[src/design/gtif_pkg.sv]
// ----------------------------------------------------------------------------
// gtif_pkg
// Shared types and constants of the good time interval filter: command codes,
// the request and result items, and the controller to datapath signal groups.
// ----------------------------------------------------------------------------
package gtif_pkg;

    localparam int GOOD_DEPTH_DEF = 16;
    localparam int BAD_DEPTH_DEF  = 16;
    localparam int TIME_W         = 63;

    localparam logic [TIME_W-1:0] OPEN_STOP_NS_DEF = 63'd2000000000000000000;

    localparam logic [2:0] CMD_CLEAR    = 3'd0;
    localparam logic [2:0] CMD_OPEN     = 3'd1;
    localparam logic [2:0] CMD_ADD_GOOD = 3'd2;
    localparam logic [2:0] CMD_ADD_BAD  = 3'd3;
    localparam logic [2:0] CMD_QUERY    = 3'd4;

    typedef struct packed {
        logic [2:0]        command;
        logic [TIME_W-1:0] event_time;
        logic [TIME_W-1:0] span_start;
        logic [TIME_W-1:0] span_stop;
    } in_t;

    typedef struct packed {
        logic is_good;
        logic status;
    } out_t;

    typedef struct packed {
        logic [TIME_W-1:0] start;
        logic [TIME_W-1:0] stop;
    } span_t;

    typedef struct packed {
        logic load;
        logic clear;
        logic open;
        logic write_good;
        logic write_bad;
        logic scan_clear;
        logic rd_en;
        logic sel_bad;
    } ctl_t;

    typedef struct packed {
        logic good_empty;
        logic good_full;
        logic bad_empty;
        logic bad_full;
        logic hit;
        logic last_data;
    } stat_t;

endpackage

[src/design/gtif_ctrl.sv]
// ----------------------------------------------------------------------------
// gtif_ctrl
// Command sequencer: decodes each item, steers table writes and the entry
// scans of a query, and registers the result with its strobe.
// ----------------------------------------------------------------------------
module gtif_ctrl
(
    input  logic            clk,
    input  logic            rst_n,
    input  logic            start,
    input  logic [2:0]      command,
    input  gtif_pkg::stat_t stat,
    output gtif_pkg::ctl_t  ctl,
    output logic            busy,
    output logic            done,
    output gtif_pkg::out_t  result
);

    typedef enum logic [1:0] {
        ST_IDLE,
        ST_EXEC,
        ST_SCAN_GOOD,
        ST_SCAN_BAD
    } state_t;

    state_t         state_reg;
    state_t         state_next;
    logic [2:0]     cmd_reg;
    logic           done_reg;
    logic           done_next;
    gtif_pkg::out_t result_reg;
    gtif_pkg::out_t result_next;

    always_comb
    begin
        state_next  = state_reg;
        done_next   = 1'b0;
        result_next = '0;
        ctl         = '0;
        case (state_reg)
            ST_IDLE:
            begin
                if (start)
                begin
                    ctl.load   = 1'b1;
                    state_next = ST_EXEC;
                end
            end
            ST_EXEC:
            begin
                state_next = ST_IDLE;
                done_next  = 1'b1;
                case (cmd_reg)
                    gtif_pkg::CMD_CLEAR:
                    begin
                        ctl.clear = 1'b1;
                    end
                    gtif_pkg::CMD_OPEN:
                    begin
                        ctl.open = 1'b1;
                    end
                    gtif_pkg::CMD_ADD_GOOD:
                    begin
                        ctl.write_good     = !stat.good_full;
                        result_next.status = stat.good_full;
                    end
                    gtif_pkg::CMD_ADD_BAD:
                    begin
                        ctl.write_bad      = !stat.bad_full;
                        result_next.status = stat.bad_full;
                    end
                    gtif_pkg::CMD_QUERY:
                    begin
                        if (!stat.good_empty)
                        begin
                            state_next = ST_SCAN_GOOD;
                            done_next  = 1'b0;
                        end
                    end
                    default:
                    begin
                    end
                endcase
            end
            ST_SCAN_GOOD:
            begin
                if (stat.hit)
                begin
                    if (stat.bad_empty)
                    begin
                        state_next          = ST_IDLE;
                        done_next           = 1'b1;
                        result_next.is_good = 1'b1;
                    end
                    else
                    begin
                        ctl.scan_clear = 1'b1;
                        state_next     = ST_SCAN_BAD;
                    end
                end
                else if (stat.last_data)
                begin
                    state_next = ST_IDLE;
                    done_next  = 1'b1;
                end
                else
                begin
                    ctl.rd_en = 1'b1;
                end
            end
            ST_SCAN_BAD:
            begin
                ctl.sel_bad = 1'b1;
                if (stat.hit)
                begin
                    state_next = ST_IDLE;
                    done_next  = 1'b1;
                end
                else if (stat.last_data)
                begin
                    state_next          = ST_IDLE;
                    done_next           = 1'b1;
                    result_next.is_good = 1'b1;
                end
                else
                begin
                    ctl.rd_en = 1'b1;
                end
            end
            default:
            begin
                state_next = ST_IDLE;
            end
        endcase
    end

    always_ff @(posedge clk or negedge rst_n)
    begin
        if (!rst_n)
        begin
            state_reg  <= ST_IDLE;
            cmd_reg    <= gtif_pkg::CMD_CLEAR;
            done_reg   <= 1'b0;
            result_reg <= '0;
        end
        else
        begin
            state_reg  <= state_next;
            done_reg   <= done_next;
            result_reg <= result_next;
            if (ctl.load)
            begin
                cmd_reg <= command;
            end
        end
    end

    assign busy   = (state_reg != ST_IDLE);
    assign done   = done_reg;
    assign result = result_reg;

endmodule

[src/design/gtif_datapath.sv]
// ----------------------------------------------------------------------------
// gtif_datapath
// Interval tables with fill counts, the scan address counter, registered
// table reads and the inclusive range compare against the queried time.
// ----------------------------------------------------------------------------
module gtif_datapath
#(
    parameter int                              GOOD_DEPTH   = gtif_pkg::GOOD_DEPTH_DEF,
    parameter int                              BAD_DEPTH    = gtif_pkg::BAD_DEPTH_DEF,
    parameter logic [gtif_pkg::TIME_W-1:0]     OPEN_STOP_NS = gtif_pkg::OPEN_STOP_NS_DEF
)
(
    input  logic            clk,
    input  logic            rst_n,
    input  gtif_pkg::in_t   request,
    input  gtif_pkg::ctl_t  ctl,
    output gtif_pkg::stat_t stat
);

    localparam int GCW  = $clog2(GOOD_DEPTH + 1);
    localparam int BCW  = $clog2(BAD_DEPTH + 1);
    localparam int GI_W = (GOOD_DEPTH > 1) ? $clog2(GOOD_DEPTH) : 1;
    localparam int BI_W = (BAD_DEPTH > 1) ? $clog2(BAD_DEPTH) : 1;
    localparam int SW   = (GCW > BCW) ? GCW : BCW;

    gtif_pkg::span_t good_mem [GOOD_DEPTH];
    gtif_pkg::span_t bad_mem [BAD_DEPTH];
    gtif_pkg::span_t good_q_reg;
    gtif_pkg::span_t bad_q_reg;
    gtif_pkg::span_t span_reg;
    gtif_pkg::span_t cmp_span;

    logic [gtif_pkg::TIME_W-1:0] time_reg;
    logic [GCW-1:0]              good_count_reg;
    logic [BCW-1:0]              bad_count_reg;
    logic                        open_flag_reg;
    logic [SW-1:0]               scan_idx_reg;
    logic [SW-1:0]               cnt_sel;
    logic                        rd_valid_reg;
    logic                        rd_last_reg;
    logic                        rd_sel_reg;
    logic                        rd_open_reg;
    logic                        issue;
    logic                        in_range;

    assign cnt_sel  = ctl.sel_bad ? SW'(bad_count_reg) : SW'(good_count_reg);
    assign issue    = ctl.rd_en && (scan_idx_reg < cnt_sel);

    assign cmp_span = rd_open_reg ? gtif_pkg::span_t'{start: '0, stop: OPEN_STOP_NS}
                    : (rd_sel_reg ? bad_q_reg : good_q_reg);
    assign in_range = (time_reg >= cmp_span.start) && (time_reg <= cmp_span.stop);

    always_ff @(posedge clk or negedge rst_n)
    begin
        if (!rst_n)
        begin
            good_count_reg <= GCW'(1);
            bad_count_reg  <= '0;
            open_flag_reg  <= 1'b1;
            scan_idx_reg   <= '0;
            rd_valid_reg   <= 1'b0;
            rd_last_reg    <= 1'b0;
            rd_sel_reg     <= 1'b0;
            rd_open_reg    <= 1'b0;
        end
        else
        begin
            if (ctl.clear)
            begin
                good_count_reg <= '0;
                bad_count_reg  <= '0;
                open_flag_reg  <= 1'b0;
            end
            else if (ctl.open)
            begin
                good_count_reg <= GCW'(1);
                bad_count_reg  <= '0;
                open_flag_reg  <= 1'b1;
            end
            else if (ctl.write_good)
            begin
                good_count_reg <= good_count_reg + GCW'(1);
                if (good_count_reg == '0)
                begin
                    open_flag_reg <= 1'b0;
                end
            end
            else if (ctl.write_bad)
            begin
                bad_count_reg <= bad_count_reg + BCW'(1);
            end

            if (ctl.load || ctl.scan_clear)
            begin
                scan_idx_reg <= '0;
                rd_valid_reg <= 1'b0;
                rd_last_reg  <= 1'b0;
            end
            else
            begin
                rd_valid_reg <= issue;
                if (issue)
                begin
                    scan_idx_reg <= scan_idx_reg + SW'(1);
                    rd_last_reg  <= ((scan_idx_reg + SW'(1)) == cnt_sel);
                    rd_sel_reg   <= ctl.sel_bad;
                    rd_open_reg  <= !ctl.sel_bad && open_flag_reg && (scan_idx_reg == '0);
                end
            end
        end
    end

    always_ff @(posedge clk)
    begin
        if (ctl.load)
        begin
            time_reg       <= request.event_time;
            span_reg.start <= request.span_start;
            span_reg.stop  <= request.span_stop;
        end
    end

    always_ff @(posedge clk)
    begin
        if (ctl.write_good)
        begin
            good_mem[good_count_reg[GI_W-1:0]] <= span_reg;
        end
        if (issue && !ctl.sel_bad)
        begin
            good_q_reg <= good_mem[scan_idx_reg[GI_W-1:0]];
        end
    end

    always_ff @(posedge clk)
    begin
        if (ctl.write_bad)
        begin
            bad_mem[bad_count_reg[BI_W-1:0]] <= span_reg;
        end
        if (issue && ctl.sel_bad)
        begin
            bad_q_reg <= bad_mem[scan_idx_reg[BI_W-1:0]];
        end
    end

    assign stat.good_empty = (good_count_reg == '0);
    assign stat.good_full  = (good_count_reg == GCW'(GOOD_DEPTH));
    assign stat.bad_empty  = (bad_count_reg == '0);
    assign stat.bad_full   = (bad_count_reg == BCW'(BAD_DEPTH));
    assign stat.hit        = rd_valid_reg && in_range;
    assign stat.last_data  = rd_valid_reg && rd_last_reg;

endmodule

[src/design/good_time_interval_filter.sv]
// ----------------------------------------------------------------------------
// good_time_interval_filter
// Good and bad time interval tables with append, clear, open and query items.
// ----------------------------------------------------------------------------
// An item is taken when start is high and busy is low, and its result appears
// on result for the single cycle that done is high; the receiver cannot stall,
// so it must take every result in that cycle. Clear, open, append and unknown
// commands pass from the execute state straight back to idle. A query scans
// only the filled entries of the good and bad tables; each table has one read
// port with a registered output and the scan checks one entry per cycle; the
// good scan stops at the first match and the bad scan is skipped when no good
// interval matches.
// Reset leaves the open interval from zero to OPEN_STOP_NS installed.
module good_time_interval_filter
#(
    parameter int                          GOOD_DEPTH   = gtif_pkg::GOOD_DEPTH_DEF,
    parameter int                          BAD_DEPTH    = gtif_pkg::BAD_DEPTH_DEF,
    parameter logic [gtif_pkg::TIME_W-1:0] OPEN_STOP_NS = gtif_pkg::OPEN_STOP_NS_DEF
)
(
    input  logic           clk,
    input  logic           rst_n,
    input  logic           start,
    output logic           busy,
    input  gtif_pkg::in_t  request,
    output logic           done,
    output gtif_pkg::out_t result
);

    gtif_pkg::ctl_t  ctl;
    gtif_pkg::stat_t stat;

    gtif_ctrl u_ctrl
    (
        .clk     (clk),
        .rst_n   (rst_n),
        .start   (start),
        .command (request.command),
        .stat    (stat),
        .ctl     (ctl),
        .busy    (busy),
        .done    (done),
        .result  (result)
    );

    gtif_datapath
    #(
        .GOOD_DEPTH   (GOOD_DEPTH),
        .BAD_DEPTH    (BAD_DEPTH),
        .OPEN_STOP_NS (OPEN_STOP_NS)
    )
    u_datapath
    (
        .clk     (clk),
        .rst_n   (rst_n),
        .request (request),
        .ctl     (ctl),
        .stat    (stat)
    );

endmodule

[config.mk]
export PLATFORM = sky130hd
export DESIGN_NAME = good_time_interval_filter
export DESIGN_NICKNAME = d
export VERILOG_FILES = /design/src/design/gtif_pkg.sv /design/src/design/gtif_ctrl.sv /design/src/design/gtif_datapath.sv /design/src/design/good_time_interval_filter.sv
export SDC_FILE = /design/constraint.sdc
export NUM_CORES = 2
export LEC_CHECK = 0
export BUFFER_PORTS_ARGS = -buffer_cell sky130_fd_sc_hd__buf_4
export CORE_AREA = 2 2 830 832
export DETAILED_ROUTE_END_ITERATION = 12
export DIE_AREA = 0 0 832 834
export PLACE_DENSITY = 0.41
export SYNTH_ARGS = -nofsm -noshare
export SYNTH_HDL_FRONTEND = slang
export SYNTH_SLANG_ARGS = --single-unit
[constraint.sdc]
create_clock -name clk -period 30 [get_ports clk]
set_input_delay 6 -clock clk [delete_from_list [all_inputs] [get_ports clk]]
set_output_delay 6 -clock clk [all_outputs]
set_load 0.01 [all_outputs]
After elaboration in Yosys (flattened, before gate mapping) --
Memory sizes are Yosys's and may differ from the RTL's. A register that Yosys moved wholly into a read port is not among the register bits. Cells that the tools add are included.
Word-level totals: memory bits (writable) 4032, memories kept 2, register bits 217
Memory list:
- u_datapath.bad_mem | words 16, width 126, read ports 1, clocked after Yosys merged registers in 1, wr ports 1, RTL line gtif_datapath.sv:27 | gtif_pkg::span_t bad_mem [BAD_DEPTH];
- u_datapath.good_mem | words 16, width 126, read ports 1, clocked after Yosys merged registers in 1, wr ports 1, RTL line gtif_datapath.sv:26 | gtif_pkg::span_t good_mem [GOOD_DEPTH];
Operators by class: magnitude comparators 3, bitwise gates (word level) 1, equality and inequality tests 12, reductions and logical operators 26, mux-type cells 57, add/sub/neg operators 3
Operators by type and width (number):
- 2-to-1 mux 126 bit | 2
- greater-or-equal comparator 63 bit | 1
- <= comparator 63 bit | 1
- 2-to-1 mux 5 bit | 10
- 2-to-1 mux 1 bit | 33
- adder 5 x 1 -> 5 bit (second input constant) | 3
- zero test 5 bit | 3
- 2-to-1 mux 2 bit | 7
- == test 5 bit (second input constant) | 2
- nonzero test 3 bit | 3
- logical AND 1 bit | 8
- case mux 2 bit (4 select lines) | 1
- == test 3 x 2 -> 1 bit (second input constant) | 2
- AND reduction 2 bit | 3
- == test 5 bit | 1
- less-than comparator 5 bit | 1
- == test 2 bit (second input constant) | 2
- 2-to-1 mux 4 bit | 1
- case mux 1 bit (2 select lines) | 2
- nonzero test 2 bit | 2
- == test 3 x 1 -> 1 bit (second input constant) | 1
- == test 3 bit (second input constant) | 1
- zero test 1 bit | 3
- zero test 3 bit | 1
- other kinds (8) | 8

Logic depth before layout (Yosys ltp) --
depth after elaboration 10, depth in mapped cells 16, mapped depth without buffers 12

Hierarchy --
From an unflattened synthesis, not the netlist that was laid out.
Second synthesis, totals: cells, all modules 6842, area, all modules 170634.9 um2
Modules (own cells, without submodules):
- gtif_datapath | area each 170215.8 um2, cells an instance 6806, instances 1
- gtif_ctrl | area each 419.2 um2, cells an instance 36, instances 1

Least setup slack after synthesis --
No wires, ideal clock.
path type reg2reg, from reg u_ctrl.state_reg[1], to mem u_datapath.good_mem[3][0] (netlist name) (enable), path slack 19.146 ns, arrival time 10.089 ns, stages on the path, launching flop included 8, setup time 0.765 ns, cell sequence dfrtp_1 -> inv_1 -> nand2_1 -> nor2_1 -> nand2_1 -> a311oi_2 -> nand2_1 -> nor3_1
Between the ends: longest elaborated chain between the ends 4
Ends and longest elaborated chain:
- start, declared | RTL line gtif_ctrl.sv:26 | state_t state_reg;
- start signal, assigned | RTL line gtif_ctrl.sv:148 | state_reg <= state_next;
- == test 2 x 1 -> 1 bit | RTL line gtif_ctrl.sv:40 | case (state_reg)
- 2-to-1 mux 4 bit | RTL line gtif_ctrl.sv:40
- 2-to-1 mux 1 bit | RTL line gtif_datapath.sv:125 | if (ctl.write_good)
- 2-to-1 mux 1 bit (not written as such) | RTL line gtif_datapath.sv:127 | good_mem[good_count_reg[GI_W-1:0]] <= span_reg;
- end, declared | RTL line gtif_datapath.sv:26
No other way between the ends.

Final worst setup path --
from reg u_datapath.rd_sel_reg, to reg, netlist name u_datapath.good_q_reg[75]
Between the ends: longest elaborated chain between the ends 9, elaborated cells between the ends (all ways) 10
Ends and longest elaborated chain:
- start, declared | RTL line gtif_datapath.sv:41 | logic rd_sel_reg;
- start signal, assigned | RTL line gtif_datapath.sv:106 | rd_sel_reg <= ctl.sel_bad;
- 2-to-1 mux 126 bit (*) | RTL line gtif_datapath.sv:50 | : (rd_sel_reg ? bad_q_reg : good_q_reg);
- 2-to-1 mux 126 bit (*) | RTL line gtif_datapath.sv:49 | assign cmp_span = rd_open_reg ? gtif_pkg::span_t'{start: '0, stop: OPEN_STOP_NS}
- greater-or-equal comparator 63 bit / <= comparator 63 bit (equally long branches) | RTL line gtif_datapath.sv:51 | assign in_range = (time_reg >= cmp_span.start) && (time_reg <= cmp_span.stop);
- logical AND 1 bit (*) | RTL line gtif_datapath.sv:51
- logical AND 1 bit (*) | RTL line gtif_datapath.sv:151 | assign stat.hit = rd_valid_reg && in_range;
- 2-to-1 mux 1 bit (*) | RTL line gtif_ctrl.sv:114 | if (stat.hit)
- 2-to-1 mux 1 bit (*)
- logical AND 1 bit (*) | RTL line gtif_datapath.sv:47 | assign issue = ctl.rd_en && (scan_idx_reg < cnt_sel);
- logical AND 1 bit (*) | RTL line gtif_datapath.sv:129 | if (issue && !ctl.sel_bad)
Mark *: on every way between the ends. The rest lies on a longest branch, timed or not. A chain may end at the register's enable or synchronous reset.

==> qor.csv <==
stage,metric,value,unit
pwr,sequentialPowerShare,45.5,%
yosys,synth-edff-count,4473,
clock_network,htreeDepth,6,
global_route,grt_use_met3,1.758,%
hold_path,hold_depth,2,
global_route,grt_pass1_wl,726.7,mm
yosys,syn_area,170600,µm²
setup_path,crit_fanout,86,
pwr,p_int,12550,µW
sta,finalSetupTns,0,ps
hold_path,holdPathEnd,u_datapath.open_flag_reg$_DFFE_PN1P_,
placed_design,place_congestion,0.7635,
yosys,syn_avg_cell_area,24.61,µm²
sta,worst_pin_slew,1426,ps
global_route,grtUsageMet1,21.18,%
sta,slew_violations,0,
setup_path,crit_buf_inv,4,
setup_path,critical_path.cell_chain,buf_12 > mux2i_1 > or2_2 > ha_1 > nand3_1 > nor3_2 > o31ai_1 > o211ai_1 > a2111o_1 > o21a_2 > o21ai_2 > buf_4 > nor2_4 > buf_4 > buf_4,
yosys,synthArstFlopShare,0.6221,%
clock_network,cts_sinks,4501,
layout,post-route-util,29.44,%
yosys,yosysMostFrequentCell,edfxtp_1,
layout,stdcell_area,201500,µm²
drt,wire_per_inst,31.53,µm
drt,remaining_drc_errors,0,
pwr,p_sw,4779,µW
floorplan,fp-row-count,304,
yosys,synthDistinctLibCells,63,
yosys,ys_ff_latch,4501,
global_route,grt_pass1_vias,83380,
yosys,synth_warnings,0,
global_route,met2_usage,25.09,%
sta,hold_viol_final,0,
setup_path,reg2reg_to,u_datapath.good_q_reg[75]$_DFFE_PP_,
layout,nNetsFinal,7882,
setup_path,worst_ep_required_time,30610,ps
layout,drive_gt1_share,31.91,%
clock_network,worstSkewPairLatency,1070,ps
drt,vias_per_cell,4.642,
setup_path,reg2reg_slack,21050,ps
placed_design,dpl_cell_area,184300,µm²
floorplan,die_y,834,µm
run,maxCapViolCount,0,
clock_network,numCtsBuffers,529,
yosys,yosysSeqAreaShare,79.13,%
global_route,globalRouteOverflowTotal,0,
sta,min_period_over_period,29.83,%
clock_network,clockRootBuffer,clkbuf_16,
pwr,power_density,86.00,nW/µm²
floorplan,start_util,24.94,%
clock_network,cts_tree,yes,
layout,area.growth.synth_to_final,18.07,%
sta,max_freq,0.1117,GHz
floorplan,dieArea,693900,µm²
setup_path,crit_top_cell,buf_4,
floorplan,ios,199,
run_status,status,finished clean,
drt,postRouteAntennaNets,0,
clock_network,ctsHoldBuffers,0,
pwr,swShare,27.59,%
yosys,synthTopCellsByArea,"edfxtp_1 79%, mux4_2 16%, ha_1 1.0%, mux2i_1 0.72%, clkbuf_1 0.48%",
setup_path,reg2reg_depth,15,
yosys,synth_top_area_share,78.72,%
clock_network,cts_max_path_buffers,4,
placed_design,dp_hpwl,286.2,mm
clock_network,cts_resized,0,
clock_network,clkSlewWorstSetupHoldPaths,60,ps
placed_design,numPortBuffers,198,
drt,drt_iter0_markers,8122,
pwr,vdd_drop_max,0.06196,mV
global_route,antenna_found_initial,39,
setup_path,setup.worst_path.class,reg -> reg,
setup_path,critPathSlowestCell,buf_4,
global_route,groute.usage.overall,15.06,%
pwr,power_frac_clock,36.7,%
global_route,grt_max_degree,119,
setup_path,r2r_start,u_datapath.rd_sel_reg$_DFFE_PN0P_,
clock_network,postCtsSetupRepairBufs,0,
hold_path,hp-start,u_datapath.open_flag_reg$_DFFE_PN1P_,
sta,finalWorstSetupSlack,21050,ps
placed_design,place_ws,21210,ps
sta,rsz0062_at_grt,no,
yosys,netlist_top_cells_count,"4473 x edfxtp_1, 1235 x mux4_2, 217 x clkbuf_1, 141 x ha_1, 122 x mux2i_1",
setup_path,cp-end-kind,flip-flop,
sta,report.final.setup_viol,0,
drt,drt-total-wl,536.0,mm
yosys,syn-num-nets,7269,
setup_path,critPathTopFamily,buffers and inverters,
setup_path,arrival,9560,ps
global_route,busiest_layer,met2,
hold_path,hp-class,reg -> reg,
yosys,postSynthCellCount,6933,
yosys,yosys.area.top_type,edfxtp_1,
floorplan,die_w,832,µm
placed_design,place_inst,16040,
layout,fin_cells,17000,
sta,slew_headroom,4.964,%
pwr,p_leak,0.06067,µW
yosys,synth-main-ff-cell,edfxtp_1,
sta,finalCriticalPeriod,8950,ps
sta,fin_skew,71.29,ps
drt,num_vias,78900,
floorplan,core_area,684300,µm²
setup_path,crit_path_start_kind,flip-flop,
setup_path,cpPeakStageDelay,1160,ps
pwr,combPwrFrac,17.8,%
drt,first_pass_iters,5,
## cell families after synthesis
logic type,synth area share [%]
AO/OA/AOI/OAI,0.7934
XOR/XNOR,0.07186
adder cells (fa/ha/maj),1.034
buffers and inverters,0.7802
flip-flops,79.13
multiplexers,17.02
AND/OR/NAND/NOR,1.170
## per-layer routing
layer	wire [µm]	part of all wire (%)
met1	240500	45
met2	259200	48
met3	23470	4.4
met4	12730	2.4
met5	34	0.0063
## layout make-up
cell class	count	area, µm²
clock buffer	633	13800
inverter	16	67.56
sequential	4501	135000
multi-input combinational	2087	34500
timing repair buffer	411	3507
fill	65840	482800
tap	9027	11290
antenna	8	20.02
clock inverter	313	3237
## worst max-delay path by stage
stage | start | depth (start not counted) | endpoint
floorplan | u_ctrl.state_reg[1]$_DFFE_PN0P_ | 7 | u_datapath.good_mem[3][0]$_DFFE_PP_
detailed placement | u_datapath.rd_sel_reg$_DFFE_PN0P_ | 15 | u_datapath.good_q_reg[14]$_DFFE_PP_
finish | u_datapath.rd_sel_reg$_DFFE_PN0P_ | 15 | u_datapath.good_q_reg[75]$_DFFE_PP_
CTS | u_datapath.rd_sel_reg$_DFFE_PN0P_ | 15 | u_datapath.good_q_reg[75]$_DFFE_PP_
global route | u_datapath.rd_sel_reg$_DFFE_PN0P_ | 15 | u_datapath.good_q_reg[75]$_DFFE_PP_
global placement | u_datapath.rd_sel_reg$_DFFE_PN0P_ | 15 | u_datapath.good_q_reg[96]$_DFFE_PP_
## cell usage in the layout (no fill, tap or decap), drive strengths merged, types with 45 or more instances in the layout
cell / n
a211oi: 54
a21oi: 65
buf: 410
clkbuf: 634
clkinv: 233
edfxtp: 4473
ha: 141
mux2i: 122
mux4: 1235
nand2: 75
nor2: 45
or2: 102
## metrics by stage
stage | hold WS (ps) | power, µW
floorplan | 454.5 | 9892
global placement | 486.0 | 11170
detailed placement | 488.2 | 11190
CTS | 497.8 | 17610
global route | 506.8 | 18010
finish | 506.3 | 17330
## power by group through the flow
stage / Sequential, µW / Combinational, µW / Clock, µW
after floorplan: 7770 / 2120 / 0
after global placement: 8020 / 3160 / 0
final: 7890 / 3080 / 6360
after CTS: 7920 / 3150 / 6540
after detailed placement: 8050 / 3140 / 0
after global routing: 7930 / 3310 / 6770
## tightest hold or removal path, stage by stage (launching register included)
cell	delay [ps]
dfstp_2	370
nand2_1	60
o21ai_0	70
(Power assumes the default switching activity.)
